### src/hdl/igt_pkg.sv
// Shared constants, types and element helpers for the integer GEMM tile unit.
package igt_pkg;

	localparam int TILE_ROWS      = 4;
	localparam int TILE_COLS      = 2;
	localparam int ELEMS_PER_ITEM = 8;
	localparam int NUM_ACC        = TILE_ROWS * TILE_COLS;

	localparam int WORD_W     = 64;
	localparam int ACC_W      = 32;
	localparam int CNT_W      = 4;
	localparam int POS_W      = 2;
	localparam int ACC_IDX_W  = $clog2(NUM_ACC);
	localparam int ELEM_W     = 8;
	localparam int PROD_W     = 2 * ELEM_W;
	localparam int SHIFT_W    = 4;
	localparam int PREC_W     = 2;
	localparam int CFG_IDX_W  = 8;
	localparam int CFG_DATA_W = 32;

	// A element formats
	localparam logic [PREC_W-1:0] PREC_INT8 = 2'd0;
	localparam logic [PREC_W-1:0] PREC_INT4 = 2'd1;
	localparam logic [PREC_W-1:0] PREC_INT2 = 2'd2;

	// Configuration register indexes
	localparam logic [CFG_IDX_W-1:0] REG_A_PRECISION   = 8'd0;
	localparam logic [CFG_IDX_W-1:0] REG_TRANSPOSE_OUT = 8'd1;

	typedef enum logic [1:0] {
		ST_IDLE,
		ST_MAC,
		ST_EMIT
	} igt_state_t;

	typedef struct packed {
		logic                 load;
		logic                 mac;
		logic                 emit;
		logic                 clr;
		logic [ACC_IDX_W-1:0] emit_idx;
	} igt_cmd_t;

	typedef struct packed {
		logic [CNT_W-1:0] cnt;
		logic             tend;
		logic             out_free;
	} igt_sts_t;

	// Bit width of one A element; the reserved code decodes as int8.
	function automatic logic [SHIFT_W-1:0] a_width(input logic [PREC_W-1:0] prec);
		logic [SHIFT_W-1:0] w;
		case (prec)
			PREC_INT4: w = 4'd4;
			PREC_INT2: w = 4'd2;
			default:   w = 4'd8;
		endcase
		return w;
	endfunction

	// Sign extend the lowest A element of a byte to int8.
	function automatic logic signed [ELEM_W-1:0] a_elem(input logic [ELEM_W-1:0] raw,
		input logic [PREC_W-1:0] prec);
		logic signed [ELEM_W-1:0] v;
		case (prec)
			PREC_INT4: v = signed'({{4{raw[3]}}, raw[3:0]});
			PREC_INT2: v = signed'({{6{raw[1]}}, raw[1:0]});
			default:   v = signed'(raw);
		endcase
		return v;
	endfunction

endpackage

### src/hdl/igt_in_if.sv
// Input channel carrying one k-slice of A rows and B columns.
interface igt_in_if;
	logic                         valid;
	logic                         ready;
	logic [igt_pkg::WORD_W-1:0]   a_row0;
	logic [igt_pkg::WORD_W-1:0]   a_row1;
	logic [igt_pkg::WORD_W-1:0]   a_row2;
	logic [igt_pkg::WORD_W-1:0]   a_row3;
	logic [igt_pkg::WORD_W-1:0]   b_col0;
	logic [igt_pkg::WORD_W-1:0]   b_col1;
	logic [igt_pkg::CNT_W-1:0]    elem_count;
	logic                         tile_end;

	modport source (output valid, a_row0, a_row1, a_row2, a_row3, b_col0, b_col1,
		elem_count, tile_end, input ready);
	modport sink (input valid, a_row0, a_row1, a_row2, a_row3, b_col0, b_col1,
		elem_count, tile_end, output ready);
endinterface

### src/hdl/igt_out_if.sv
// Result channel carrying one tile element per transaction.
interface igt_out_if;
	logic                              valid;
	logic                              ready;
	logic [igt_pkg::POS_W-1:0]         out_row;
	logic [igt_pkg::POS_W-1:0]         out_col;
	logic signed [igt_pkg::ACC_W-1:0]  value;
	logic                              last_of_tile;

	modport source (output valid, out_row, out_col, value, last_of_tile, input ready);
	modport sink (input valid, out_row, out_col, value, last_of_tile, output ready);
endinterface

### src/hdl/igt_cfg_if.sv
// Configuration write channel.
interface igt_cfg_if;
	logic                              valid;
	logic                              ready;
	logic [igt_pkg::CFG_IDX_W-1:0]     index;
	logic [igt_pkg::CFG_DATA_W-1:0]    data;

	modport source (output valid, index, data, input ready);
	modport sink (input valid, index, data, output ready);
endinterface

### src/hdl/int_gemm_tile_4x2_mixed_precision_unit.sv
// Top level of the mixed-precision integer GEMM 4x2 tile unit.
//
// Accumulates a 4x2 int32 tile of C = A * B from k-slices. Each slice
// transaction carries one packed 64-bit word per A row and per B column plus
// an element count (values above 8 act as 8). B is signed int8; A is signed
// int8, int4 or int2 by the a_precision register (code 3 acts as int8), with
// element e in the lowest bits first. A slice is accepted first; then the
// eight MAC lanes (one per accumulator, one 8x8 multiply each) consume one k
// element per cycle up to the saturated element count. A slice with tile_end
// set then emits eight result transactions, one per cycle unless held by
// result.ready, through a single output register, in row-major order of the
// stored tile (2x4 when transpose_out is set), and the accumulators clear;
// the next slice is taken once the last result is in the output register.
// Sums wrap modulo 2^32. Configuration writes are always taken; write them
// only while no slice is in flight and no tile is being emitted.
module int_gemm_tile_4x2_mixed_precision_unit (
	input  logic       clk,
	input  logic       arst_n,
	igt_in_if.sink     slice,
	igt_out_if.source  result,
	igt_cfg_if.sink    cfg
);

	logic [igt_pkg::PREC_W-1:0] a_prec_q;
	logic                       transpose_q;

	igt_pkg::igt_cmd_t          cmd;
	igt_pkg::igt_sts_t          sts;

	logic [igt_pkg::WORD_W-1:0] a_rows [igt_pkg::TILE_ROWS];
	logic [igt_pkg::WORD_W-1:0] b_cols [igt_pkg::TILE_COLS];

	// Configuration registers: accept every write, drop unknown indexes.
	assign cfg.ready = 1'b1;

	always_ff @(posedge clk or negedge arst_n) begin
		if (!arst_n) begin
			a_prec_q    <= igt_pkg::PREC_INT8;
			transpose_q <= 1'b0;
		end else if (cfg.valid) begin
			case (cfg.index)
				igt_pkg::REG_A_PRECISION:   a_prec_q    <= cfg.data[igt_pkg::PREC_W-1:0];
				igt_pkg::REG_TRANSPOSE_OUT: transpose_q <= cfg.data[0];
				default: ;
			endcase
		end
	end

	// Gather the operand words of a slice into row and column arrays.
	assign a_rows[0] = slice.a_row0;
	assign a_rows[1] = slice.a_row1;
	assign a_rows[2] = slice.a_row2;
	assign a_rows[3] = slice.a_row3;
	assign b_cols[0] = slice.b_col0;
	assign b_cols[1] = slice.b_col1;

	// Controller: accepts slices, steps elements, sequences the tile emission.
	igt_ctrl u_ctrl (
		.clk         (clk),
		.arst_n      (arst_n),
		.slice_valid (slice.valid),
		.slice_ready (slice.ready),
		.sts         (sts),
		.cmd         (cmd)
	);

	// Datapath: operand shifters, MAC lanes, accumulators, result register.
	igt_dp u_dp (
		.clk        (clk),
		.arst_n     (arst_n),
		.cmd        (cmd),
		.sts        (sts),
		.a_prec     (a_prec_q),
		.transpose  (transpose_q),
		.a_rows     (a_rows),
		.b_cols     (b_cols),
		.elem_count (slice.elem_count),
		.tile_end   (slice.tile_end),
		.res        (result)
	);

	// A result is loaded only when the output register is free.
	a_emit_free: assert property (@(posedge clk) disable iff (!arst_n)
		cmd.emit |-> (!result.valid || result.ready))
		else $error("result loaded over an untaken result");

	// Accumulation and emission never overlap.
	a_mac_emit: assert property (@(posedge clk) disable iff (!arst_n)
		!(cmd.mac && cmd.emit))
		else $error("MAC and emit in the same cycle");

	// Accumulators clear only with the final result of a tile.
	a_clr_last: assert property (@(posedge clk) disable iff (!arst_n)
		cmd.clr |=> (result.valid && result.last_of_tile))
		else $error("accumulator clear without final result");

	// No accumulation or emission while a new slice may be accepted.
	a_ready_idle: assert property (@(posedge clk) disable iff (!arst_n)
		slice.ready |-> !(cmd.mac || cmd.emit))
		else $error("slice accepted while busy");

endmodule

### src/hdl/igt_ctrl.sv
// Sequencer for slice loading, per-element accumulation and tile emission.
module igt_ctrl (
	input  logic              clk,
	input  logic              arst_n,
	input  logic              slice_valid,
	output logic              slice_ready,
	input  igt_pkg::igt_sts_t sts,
	output igt_pkg::igt_cmd_t cmd
);

	igt_pkg::igt_state_t state_q;
	igt_pkg::igt_state_t state_nxt;

	logic [igt_pkg::CNT_W-1:0]     elem_q;
	logic [igt_pkg::ACC_IDX_W-1:0] emit_q;
	logic                          last_elem;
	logic                          last_emit;

	assign last_elem = (igt_pkg::CNT_W'(elem_q + 1'b1) >= sts.cnt);
	assign last_emit = (emit_q == igt_pkg::ACC_IDX_W'(igt_pkg::NUM_ACC - 1));

	always_comb begin
		state_nxt = state_q;
		case (state_q)
			igt_pkg::ST_IDLE: begin
				if (slice_valid) begin
					state_nxt = igt_pkg::ST_MAC;
				end
			end
			igt_pkg::ST_MAC: begin
				if (last_elem) begin
					state_nxt = sts.tend ? igt_pkg::ST_EMIT : igt_pkg::ST_IDLE;
				end
			end
			igt_pkg::ST_EMIT: begin
				if (sts.out_free && last_emit) begin
					state_nxt = igt_pkg::ST_IDLE;
				end
			end
			default: state_nxt = igt_pkg::ST_IDLE;
		endcase
	end

	always_comb begin
		slice_ready  = (state_q == igt_pkg::ST_IDLE);
		cmd.load     = (state_q == igt_pkg::ST_IDLE) && slice_valid;
		cmd.mac      = (state_q == igt_pkg::ST_MAC) && (elem_q < sts.cnt);
		cmd.emit     = (state_q == igt_pkg::ST_EMIT) && sts.out_free;
		cmd.clr      = cmd.emit && last_emit;
		cmd.emit_idx = emit_q;
	end

	always_ff @(posedge clk or negedge arst_n) begin
		if (!arst_n) begin
			state_q <= igt_pkg::ST_IDLE;
			elem_q  <= '0;
			emit_q  <= '0;
		end else begin
			state_q <= state_nxt;
			if (cmd.load) begin
				elem_q <= '0;
			end else if (cmd.mac) begin
				elem_q <= igt_pkg::CNT_W'(elem_q + 1'b1);
			end
			if (cmd.emit) begin
				emit_q <= cmd.clr ? '0 : igt_pkg::ACC_IDX_W'(emit_q + 1'b1);
			end
		end
	end

endmodule

### src/hdl/igt_dp.sv
// Operand shifters, eight MAC lanes, accumulators and the result register.
module igt_dp (
	input  logic                          clk,
	input  logic                          arst_n,
	input  igt_pkg::igt_cmd_t             cmd,
	output igt_pkg::igt_sts_t             sts,
	input  logic [igt_pkg::PREC_W-1:0]    a_prec,
	input  logic                          transpose,
	input  logic [igt_pkg::WORD_W-1:0]    a_rows [igt_pkg::TILE_ROWS],
	input  logic [igt_pkg::WORD_W-1:0]    b_cols [igt_pkg::TILE_COLS],
	input  logic [igt_pkg::CNT_W-1:0]     elem_count,
	input  logic                          tile_end,
	igt_out_if.source                     res
);

	logic [igt_pkg::WORD_W-1:0]    a_sh_q [igt_pkg::TILE_ROWS];
	logic [igt_pkg::WORD_W-1:0]    b_sh_q [igt_pkg::TILE_COLS];
	logic [igt_pkg::CNT_W-1:0]     cnt_q;
	logic                          tend_q;
	logic [igt_pkg::ACC_W-1:0]     acc_q [igt_pkg::NUM_ACC];
	logic signed [igt_pkg::PROD_W-1:0] prod [igt_pkg::NUM_ACC];
	logic [igt_pkg::SHIFT_W-1:0]   a_shift;

	logic                          out_valid_q;
	logic [igt_pkg::POS_W-1:0]     out_row_q;
	logic [igt_pkg::POS_W-1:0]     out_col_q;
	logic [igt_pkg::ACC_W-1:0]     out_value_q;
	logic                          out_last_q;

	logic [igt_pkg::POS_W-1:0]     e_row;
	logic [igt_pkg::POS_W-1:0]     e_col;
	logic [igt_pkg::ACC_IDX_W-1:0] e_acc;

	assign a_shift = igt_pkg::a_width(a_prec);

	// one element pair per lane, taken from the low end of the shifters
	always_comb begin
		for (int r = 0; r < igt_pkg::TILE_ROWS; r++) begin
			for (int c = 0; c < igt_pkg::TILE_COLS; c++) begin
				prod[r * igt_pkg::TILE_COLS + c] =
					igt_pkg::a_elem(a_sh_q[r][igt_pkg::ELEM_W-1:0], a_prec)
					* signed'(b_sh_q[c][igt_pkg::ELEM_W-1:0]);
			end
		end
	end

	// operands: load on accept, advance one element per MAC cycle
	always_ff @(posedge clk) begin
		if (cmd.load) begin
			for (int r = 0; r < igt_pkg::TILE_ROWS; r++) begin
				a_sh_q[r] <= a_rows[r];
			end
			for (int c = 0; c < igt_pkg::TILE_COLS; c++) begin
				b_sh_q[c] <= b_cols[c];
			end
			cnt_q  <= (elem_count > igt_pkg::CNT_W'(igt_pkg::ELEMS_PER_ITEM))
				? igt_pkg::CNT_W'(igt_pkg::ELEMS_PER_ITEM) : elem_count;
			tend_q <= tile_end;
		end else if (cmd.mac) begin
			for (int r = 0; r < igt_pkg::TILE_ROWS; r++) begin
				a_sh_q[r] <= a_sh_q[r] >> a_shift;
			end
			for (int c = 0; c < igt_pkg::TILE_COLS; c++) begin
				b_sh_q[c] <= b_sh_q[c] >> igt_pkg::ELEM_W;
			end
		end
	end

	always_ff @(posedge clk or negedge arst_n) begin
		if (!arst_n) begin
			for (int i = 0; i < igt_pkg::NUM_ACC; i++) begin
				acc_q[i] <= '0;
			end
		end else if (cmd.clr) begin
			for (int i = 0; i < igt_pkg::NUM_ACC; i++) begin
				acc_q[i] <= '0;
			end
		end else if (cmd.mac) begin
			for (int i = 0; i < igt_pkg::NUM_ACC; i++) begin
				acc_q[i] <= acc_q[i] + igt_pkg::ACC_W'(prod[i]);
			end
		end
	end

	// map the emit index to stored position and accumulator
	always_comb begin
		if (transpose) begin
			e_row = igt_pkg::POS_W'(cmd.emit_idx / igt_pkg::TILE_ROWS);
			e_col = igt_pkg::POS_W'(cmd.emit_idx % igt_pkg::TILE_ROWS);
			e_acc = igt_pkg::ACC_IDX_W'((cmd.emit_idx % igt_pkg::TILE_ROWS) * igt_pkg::TILE_COLS
				+ cmd.emit_idx / igt_pkg::TILE_ROWS);
		end else begin
			e_row = igt_pkg::POS_W'(cmd.emit_idx / igt_pkg::TILE_COLS);
			e_col = igt_pkg::POS_W'(cmd.emit_idx % igt_pkg::TILE_COLS);
			e_acc = cmd.emit_idx;
		end
	end

	always_ff @(posedge clk or negedge arst_n) begin
		if (!arst_n) begin
			out_valid_q <= 1'b0;
		end else if (cmd.emit) begin
			out_valid_q <= 1'b1;
		end else if (res.ready) begin
			out_valid_q <= 1'b0;
		end
	end

	always_ff @(posedge clk) begin
		if (cmd.emit) begin
			out_row_q   <= e_row;
			out_col_q   <= e_col;
			out_value_q <= acc_q[e_acc];
			out_last_q  <= cmd.clr;
		end
	end

	assign res.valid        = out_valid_q;
	assign res.out_row      = out_row_q;
	assign res.out_col      = out_col_q;
	assign res.value        = signed'(out_value_q);
	assign res.last_of_tile = out_last_q;

	assign sts.cnt      = cnt_q;
	assign sts.tend     = tend_q;
	assign sts.out_free = !out_valid_q || res.ready;

endmodule
### src/flat_wrapper.sv
// flat-port wrapper written by rule: the top's interface ports become plain ports
module int_gemm_tile_4x2_mixed_precision_unit_flat 
  (clk, arst_n, slice_valid, slice_a_row0, slice_a_row1, slice_a_row2, slice_a_row3, slice_b_col0, slice_b_col1, slice_elem_count, slice_tile_end, slice_ready, result_valid, result_out_row, result_out_col, result_value, result_last_of_tile, result_ready, cfg_valid, cfg_index, cfg_data, cfg_ready);
  igt_in_if slice_i ();
  igt_out_if result_i ();
  igt_cfg_if cfg_i ();
  input  logic clk;
  input  logic arst_n;
  input wire logic [$bits(slice_i.valid)-1:0] slice_valid;
  input wire logic [$bits(slice_i.a_row0)-1:0] slice_a_row0;
  input wire logic [$bits(slice_i.a_row1)-1:0] slice_a_row1;
  input wire logic [$bits(slice_i.a_row2)-1:0] slice_a_row2;
  input wire logic [$bits(slice_i.a_row3)-1:0] slice_a_row3;
  input wire logic [$bits(slice_i.b_col0)-1:0] slice_b_col0;
  input wire logic [$bits(slice_i.b_col1)-1:0] slice_b_col1;
  input wire logic [$bits(slice_i.elem_count)-1:0] slice_elem_count;
  input wire logic [$bits(slice_i.tile_end)-1:0] slice_tile_end;
  output wire logic [$bits(slice_i.ready)-1:0] slice_ready;
  output wire logic [$bits(result_i.valid)-1:0] result_valid;
  output wire logic [$bits(result_i.out_row)-1:0] result_out_row;
  output wire logic [$bits(result_i.out_col)-1:0] result_out_col;
  output wire logic [$bits(result_i.value)-1:0] result_value;
  output wire logic [$bits(result_i.last_of_tile)-1:0] result_last_of_tile;
  input wire logic [$bits(result_i.ready)-1:0] result_ready;
  input wire logic [$bits(cfg_i.valid)-1:0] cfg_valid;
  input wire logic [$bits(cfg_i.index)-1:0] cfg_index;
  input wire logic [$bits(cfg_i.data)-1:0] cfg_data;
  output wire logic [$bits(cfg_i.ready)-1:0] cfg_ready;
  assign slice_i.valid = slice_valid;
  assign slice_i.a_row0 = slice_a_row0;
  assign slice_i.a_row1 = slice_a_row1;
  assign slice_i.a_row2 = slice_a_row2;
  assign slice_i.a_row3 = slice_a_row3;
  assign slice_i.b_col0 = slice_b_col0;
  assign slice_i.b_col1 = slice_b_col1;
  assign slice_i.elem_count = slice_elem_count;
  assign slice_i.tile_end = slice_tile_end;
  assign slice_ready = slice_i.ready;
  assign result_valid = result_i.valid;
  assign result_out_row = result_i.out_row;
  assign result_out_col = result_i.out_col;
  assign result_value = result_i.value;
  assign result_last_of_tile = result_i.last_of_tile;
  assign result_i.ready = result_ready;
  assign cfg_i.valid = cfg_valid;
  assign cfg_i.index = cfg_index;
  assign cfg_i.data = cfg_data;
  assign cfg_ready = cfg_i.ready;
  int_gemm_tile_4x2_mixed_precision_unit u_core (.clk(clk), .arst_n(arst_n), .slice(slice_i), .result(result_i), .cfg(cfg_i));
endmodule
### config.mk
export PLATFORM = sky130hd
export DESIGN_NAME = int_gemm_tile_4x2_mixed_precision_unit_flat
export DESIGN_NICKNAME = d
export VERILOG_FILES = /design/src/hdl/igt_pkg.sv /design/src/hdl/igt_in_if.sv /design/src/hdl/igt_out_if.sv /design/src/hdl/igt_cfg_if.sv /design/src/hdl/int_gemm_tile_4x2_mixed_precision_unit.sv /design/src/hdl/igt_ctrl.sv /design/src/hdl/igt_dp.sv /design/src/flat_wrapper.sv
export SDC_FILE = /design/constraint.sdc
export NUM_CORES = 2
export LEC_CHECK = 0
export ABC_AREA = 1
export BUFFER_PORTS_ARGS = -buffer_cell sky130_fd_sc_hd__buf_2
export CAP_MARGIN = 10
export CORE_MARGIN = 5
export CORE_UTILIZATION = 27
export DETAILED_ROUTE_END_ITERATION = 8
export PLACE_DENSITY_LB_ADDON = 0.1
export SYNTH_ARGS = -nofsm -noshare
export SYNTH_HDL_FRONTEND = slang
export SYNTH_SLANG_ARGS = --single-unit
### constraint.sdc
create_clock -name clk -period 10.05 [get_ports clk]
set_clock_uncertainty 0.2 [all_clocks]
set_input_delay 0 -clock clk [delete_from_list [all_inputs] [get_ports clk]]
set_output_delay 0 -clock clk [all_outputs]
set_load 0.01 [all_outputs]
# After elaboration in Yosys (flattened, before gate mapping)
# Memory sizes are Yosys's and may differ from the RTL's.
# Cells that the tools add are included.
# word_totals
ff_bits	311
ramBits	384
input_bits	434
mem_count	2
# mem_list
name	depth	word_bits	rd	rd_ports_with_merged_regs	write_ports	line_no	text
u_core.u_dp.a_sh_q	4	64	4	0	4	igt_dp.sv:16	logic [igt_pkg::WORD_W-1:0] a_sh_q [igt_pkg::TILE_ROWS];
u_core.u_dp.b_sh_q	2	64	2	0	2	igt_dp.sv:17	logic [igt_pkg::WORD_W-1:0] b_sh_q [igt_pkg::TILE_COLS];
# op_classes
n_addsub	11
mul	8
magnitude_cmp	4
eq_ne	9
shift	4
muxes	33
n_bitwise	7
n_reduce_logical	15
# ops
operator	n
two-way mux 256 bit	2
two-way mux 64 bit	6
adder 32 bit	8
>> shifter 64 x 4 -> 64 bit	4
multiplier 8 x 8 -> 16 bit	8
binary-select mux 32 bit (select 3 bit)	1
two-way mux 32 bit	2
case mux 8 bit (2 select lines)	4
== test 8 x 1 -> 1 bit, second input constant	1
zero test 8 bit	1
two-way mux 1 bit	8
two-way mux 2 bit	4
two-way mux 4 bit	2
case mux 4 bit (2 select lines)	1
two-way mux 3 bit	2
inequality test 2 bit, second input constant	3
OR 1 bit	6
case mux 2 bit (3 select lines)	1
nonzero test 2 bit	3
logical AND 1 bit	5
adder 4 x 1 -> 4 bit, second input constant	1
== test 2 x 1 -> 1 bit, second input constant	2
== test 2 bit, second input constant	2
>= comparator 4 bit	1
12 further kinds	13

# Logic depth before layout (Yosys ltp)
# depth
word_depth	6
depth_mapped	40

# Modules after synthesis
# Synthesis repeated with hierarchy kept, for this count alone.
# unflattened
hier_cells	9951
area_unflattened_um2	72092.9
# by_module_without_submodules
mod	n_inst	cells_each	area_per_inst_um2	seq_area_each_um2
igt_dp	1	9833	71223.3	19223.4
igt_ctrl	1	83	648.1	225.2
int_gemm_tile_4x2_mixed_precision_unit	1	35	221.5	75.1

# Least setup slack after synthesis
# No wires, ideal clock.
# synth_path
path_type	register -> register
from	reg u_core.u_ctrl.elem_q[1] (netlist bit)
to	reg u_core.u_ctrl.elem_q[0] (netlist bit)
setup_time_ps	515
arrival_ps	9939
required_time_ps	9335
slack_ps	-604
stages_incl_launch_ff	10
n_path_buf	2
synth_period_minus_slack_ps	10654
cell_sequence	dfrtp_1 > ha_1 > inv_1 > nor2_1 > o211ai_1 > nand3_2 > buf_4 > buf_2 > nand2_1 > o21ai_0
# synth_via
elab_chain_len	3
# synth_lines
element	line_no	text
start: declaration	igt_ctrl.sv:14	logic [igt_pkg::CNT_W-1:0] elem_q;
start signal: assignment	igt_ctrl.sv:63	elem_q <= igt_pkg::CNT_W'(elem_q + 1'b1);
less-than comparator 4 bit	igt_ctrl.sv:47	cmd.mac = (state_q == igt_pkg::ST_MAC) && (elem_q < sts.cnt);
logical AND 1 bit	igt_ctrl.sv:47	
nonzero test 2 bit (no line)	--	
# Every way passes these cells.
# A chain may end at the register's enable or synchronous reset.

# Worst setup path in the final report
# layout_path
from	reg u_core.a_prec_q[0] (netlist bit)
to	reg u_core.u_dp.acc_q[63] (netlist bit)
# layout_via
elab_chain_len	6
word_cells_on_any_way	7
classes_between	add/sub (1); mul (1); eq/ne (2); mux (3)
# layout_lines
element	line_no	text
start: declaration	int_gemm_tile_4x2_mixed_precision_unit.sv:24	logic [igt_pkg::PREC_W-1:0] a_prec_q;
start signal: assignment	int_gemm_tile_4x2_mixed_precision_unit.sv:38	a_prec_q <= igt_pkg::PREC_INT8;
start signal: assignment	int_gemm_tile_4x2_mixed_precision_unit.sv:42	igt_pkg::REG_A_PRECISION: a_prec_q <= cfg.data[igt_pkg::PREC_W-1:0];
== test 2 bit / == test 2 x 1 -> 1 bit (equally long branches)	igt_pkg.sv:65	case (prec)
case mux 8 bit (2 select lines) (*)	igt_pkg.sv:65	
multiplier 8 x 8 -> 16 bit (*)	igt_dp.sv:42	* signed'(b_sh_q[c][igt_pkg::ELEM_W-1:0]);
adder 32 bit (*)	igt_dp.sv:80	acc_q[i] <= acc_q[i] + igt_pkg::ACC_W'(prod[i]);
two-way mux 256 bit (*)	igt_dp.sv:78	end else if (cmd.mac) begin
two-way mux 256 bit (*)	igt_dp.sv:74	end else if (cmd.clr) begin
end signal: indexed assignment	igt_dp.sv:80	
end: declaration	igt_dp.sv:20	logic [igt_pkg::ACC_W-1:0] acc_q [igt_pkg::NUM_ACC];
# Every way passes the cells marked *; elsewhere a longest branch is shown, timed or not. The select of a mux whose other input is x is not followed.

==> run_results.csv <==
group,metric,value,unit
run_status,status,"finished, final reports clean",
sta,fin_setup_tns,0,ps
synthesis,synth_fp_nets,12000,
detailed_routing,drc,0,
placement,pre_cts_slack,1220,ps
critical_path,worstPathRequired,10480,ps
sta,setup_violations,0,
final_layout,synthToLayoutAreaGrowth,23.2,%
sta,slew_headroom,0.201,
global_routing,grt_antenna_before_repair,70,
final_layout,seq_area,19500,µm²
cts,cts_buffers,99,
detailed_routing,drtAntennaViolNets,0,
final_layout,layout.nets,13000,
die,initial_core_util,0.272,
sta,worst_slack,1320,ps
critical_path,worstSetupStartpointType,"flop",
sta,clock.fmax,115,MHz
cts,cts_tree,"built",
global_routing,grt_pass1_vias,74700,
global_routing,grt_max_degree,236,
critical_path,crit_type,"reg -> reg",
sta,fin_crit_sh,0.868,
worst_hold_path,min_delay_path_depth,4,
global_routing,grt_overflow,0,
detailed_routing,post_drt_wl_per_cell,19.3,µm
detailed_routing,vias,73100,
critical_path,r2r_cells,30,
sta,slew_viol_final,0,
global_routing,track_usage,0.204,
synthesis,synth-seq-cells,695,
synthesis,yosysUniqueCellTypes,55,
die,dieArea,283000,µm²
critical_path,slowest_stage,"fa_1",
synthesis,netlist_area,73700,µm²
critical_path,crit_top_cell,"nand2_1",
placement,hpwlAfterDp,225000,µm
synthesis,synth_edf_count,426,
die,die-width,532,µm
die,die_h,532,µm
detailed_routing,finalWirelength,297000,µm
final_layout,final_util,0.335,
synthesis,synthCells,10600,
placement,port_buffers,442,
sta,grt_setup_unrepaired,"false",
critical_path,cp_num_buf_inv,6,
synthesis,ys_seq_area_frac,0.265,
critical_path,cp_num_cells,30,
critical_path,cpLargestDelayFamily,"adder cells",
detailed_routing,drt_iter0_markers,4421,
synthesis,async_flop_share,0.387,
sta,worst_pin_slew,1200,ps
final_layout,final_cells,15400,
placement,dp.cells,14300,
synthesis,synth_warnings,0,
cts,cts-root-buf,"clkbuf_16",
die,io-pin-count,474,
worst_hold_path,holdCritPathClass,"in -> reg",
sta,hold_viol_final,0,
final_layout,multi_input_area,46700,µm²
placement,gp_congestion,0.894,
critical_path,crit_path_end_kind,"flop",
detailed_routing,drt_first_pass_iters,6,
detailed_routing,via_per_inst,4.76,
cts,clock_path_buffers,3,
critical_path,worst_ep_arrival_time,9160,ps
cts,post_cts_buffers,0,
synthesis,syn_avg_cell_area,6.93,µm²
cts,htreeDepth,3,
critical_path,path_max_fanout,161,
sta,fin_crit,8730,ps
synthesis,synth-main-ff-cell,"edfxtp_1",
final_layout,nFillCells,29300,
die,fp-row-count,191,
cts,path_clk_slew,60,ps
final_layout,final_layout_size_suffix_gt1_frac,0.0652,
cts,clk_latency,770,ps
flow_run,drv_cap,0,
die,core-area,271000,µm²
global_routing,grt_pass1_wl,453000,µm
critical_path,cpPeakStageDelay,840,ps
cts,cts_sinks,695,
==> layout make-up <==
| cell class | count | share of cell area |
|---|---|---|
| tap | 3570 | 0.0492 |
| timing repair buffer | 1351 | 0.123 |
| antenna | 42 | 0.00116 |
| inverter | 1493 | 0.0621 |
| clock inverter | 35 | 0.00411 |
| clock buffer | 144 | 0.0315 |
| sequential | 695 | 0.215 |
| multi-input combinational | 8021 | 0.514 |
==> flip-flops by register name, indices dropped and copies added, names as in the netlist, 3 cells and up <==
name and cells:
u_core.u_ctrl.emit_q 3, u_core.u_dp.a_sh_q 256, u_core.u_dp.b_sh_q 128, u_core.u_ctrl.elem_q 4, u_core.u_dp.acc_q 256, u_core.u_dp.res.value 32, u_core.u_dp.cnt_q 4
==> timing repair <==
action	4_1_cts	5_1_grt
endpoints found under the setup margin	0	0
endpoints found under the hold margin	643	0
hold buffers	785	0
gates resized for setup	0	0
==> cells in the mapped netlist, types with 20 or more instances <==
| cell type | instances | area share |
|---|---|---|
| nand2_1 | 3000 | 0.15 |
| inv_1 | 1485 | 0.076 |
| nor2_1 | 1335 | 0.068 |
| o21ai_0 | 829 | 0.056 |
| nand3_1 | 555 | 0.038 |
| a21oi_1 | 515 | 0.035 |
| ha_1 | 504 | 0.086 |
| fa_1 | 448 | 0.12 |
| edfxtp_1 | 426 | 0.17 |
| dfrtp_1 | 269 | 0.091 |
| o21ai_1 | 250 | 0.017 |
| clkbuf_1 | 228 | 0.012 |
| buf_2 | 148 | 0.010 |
| xor2_1 | 72 | 0.0086 |
| xnor2_1 | 69 | 0.0082 |
| a31oi_1 | 68 | 0.0058 |
| nor3_1 | 46 | 0.0031 |
| nand4_1 | 44 | 0.0037 |
| o22ai_1 | 43 | 0.0037 |
| o21bai_1 | 39 | 0.0040 |
| a21o_1 | 27 | 0.0028 |
| o211ai_1 | 20 | 0.0020 |
| o31ai_1 | 20 | 0.0020 |
==> through the flow <==
stage / hold WS [ps] / instance area [µm²]
4_1_cts: 0.0658 / 90600
5_1_grt: 15.0 / 90700
3_5_place_dp: -158 / 79500
2_1_floorplan: -496 / 73700
3_3_place_gp: -160 / 79500
6_report: 47.8 / 90800
==> worst reg2reg max path: cells and delay by family, from the launching register on <==
family | cells | cell delay [ps]
adders and majority gates | 7 | 3490
and+or+nand+nor | 12 | 2270
AOI/OAI and AO/OA | 5 | 1210
buffers and inverters | 6 | 1010
DFF | 1 | 420
==> cells by family (layout without fill, tap and decap cells) <==
logic type / after synthesis / in the layout / share of synthesized area
AOI/OAI and AO/OA: 1877 / 1877 / 0.136
xor gates and xnor gates: 141 / 141 / 0.0168
DFF: 695 / 695 / 0.265
adders and majority gates: 952 / 952 / 0.207
muxes: 1 / 1 / 0.000153
other: 1 / 43 / 0.0000509
and+or+nand+nor: 5049 / 5049 / 0.272
buffers and inverters: 1916 / 3023 / 0.103
==> placed cells by master (no fill, tap or decap), types with 12 or more instances in the layout <==
cell type and count:
a21boi_0 13, a21o_1 27, a21oi_1 515, a31oi_1 68
buf_2 441, buf_4 116, clkbuf_1 26, clkbuf_16 101
clkbuf_8 17, clkinv_2 12, dfrtp_1 269, diode_2 42
dlygate4sd3_1 784, edfxtp_1 426, fa_1 448, ha_1 501
inv_1 1484, nand2_1 2999, nand3_1 555, nand3b_1 14
nand4_1 44, nor2_1 1334, nor3_1 46, o211ai_1 20
o21a_1 15, o21ai_0 817, o21ai_1 260, o21bai_1 39
o22ai_1 43, o311ai_0 12, o31ai_1 20, or2_2 13
xnor2_1 69, xor2_1 72
==> metal layers <==
| metal | wire, µm | global-route usage | part of all wire | vias up |
|---|---|---|---|---|
| met5 | 215 | 0 | 0.00072 | - |
| met3 | 14100 | 0.0293 | 0.047 | 287 |
| met4 | 8080 | 0.0543 | 0.027 | 36 |
| met1 | 135000 | 0.270 | 0.46 | 35100 |
| met2 | 139000 | 0.349 | 0.47 | 1494 |
| li1 | - | - | - | 36200 |
==> final timing paths <==
path / start / end / slack [ps]
worst max-delay path: u_core.a_prec_q[0] / u_core.u_dp.acc_q[63] / 1320
worst min-delay path: slice_b_col1[30] / u_core.u_dp.b_sh_q[0][94] / 50
worst max register to register: u_core.a_prec_q[0] / u_core.u_dp.acc_q[63] / 1320
worst min register to register: u_core.u_dp.b_sh_q[0][45] / u_core.u_dp.b_sh_q[0][37] / 280
max in group asynchronous: arst_n / u_core.u_dp.acc_q[14] / 7990
min in group asynchronous: arst_n / u_core.u_dp.acc_q[92] / 180
Power is left out: the tool's default activity adds up to more than one toggle a clock period on the data nets, which glitch-free logic cannot reach.
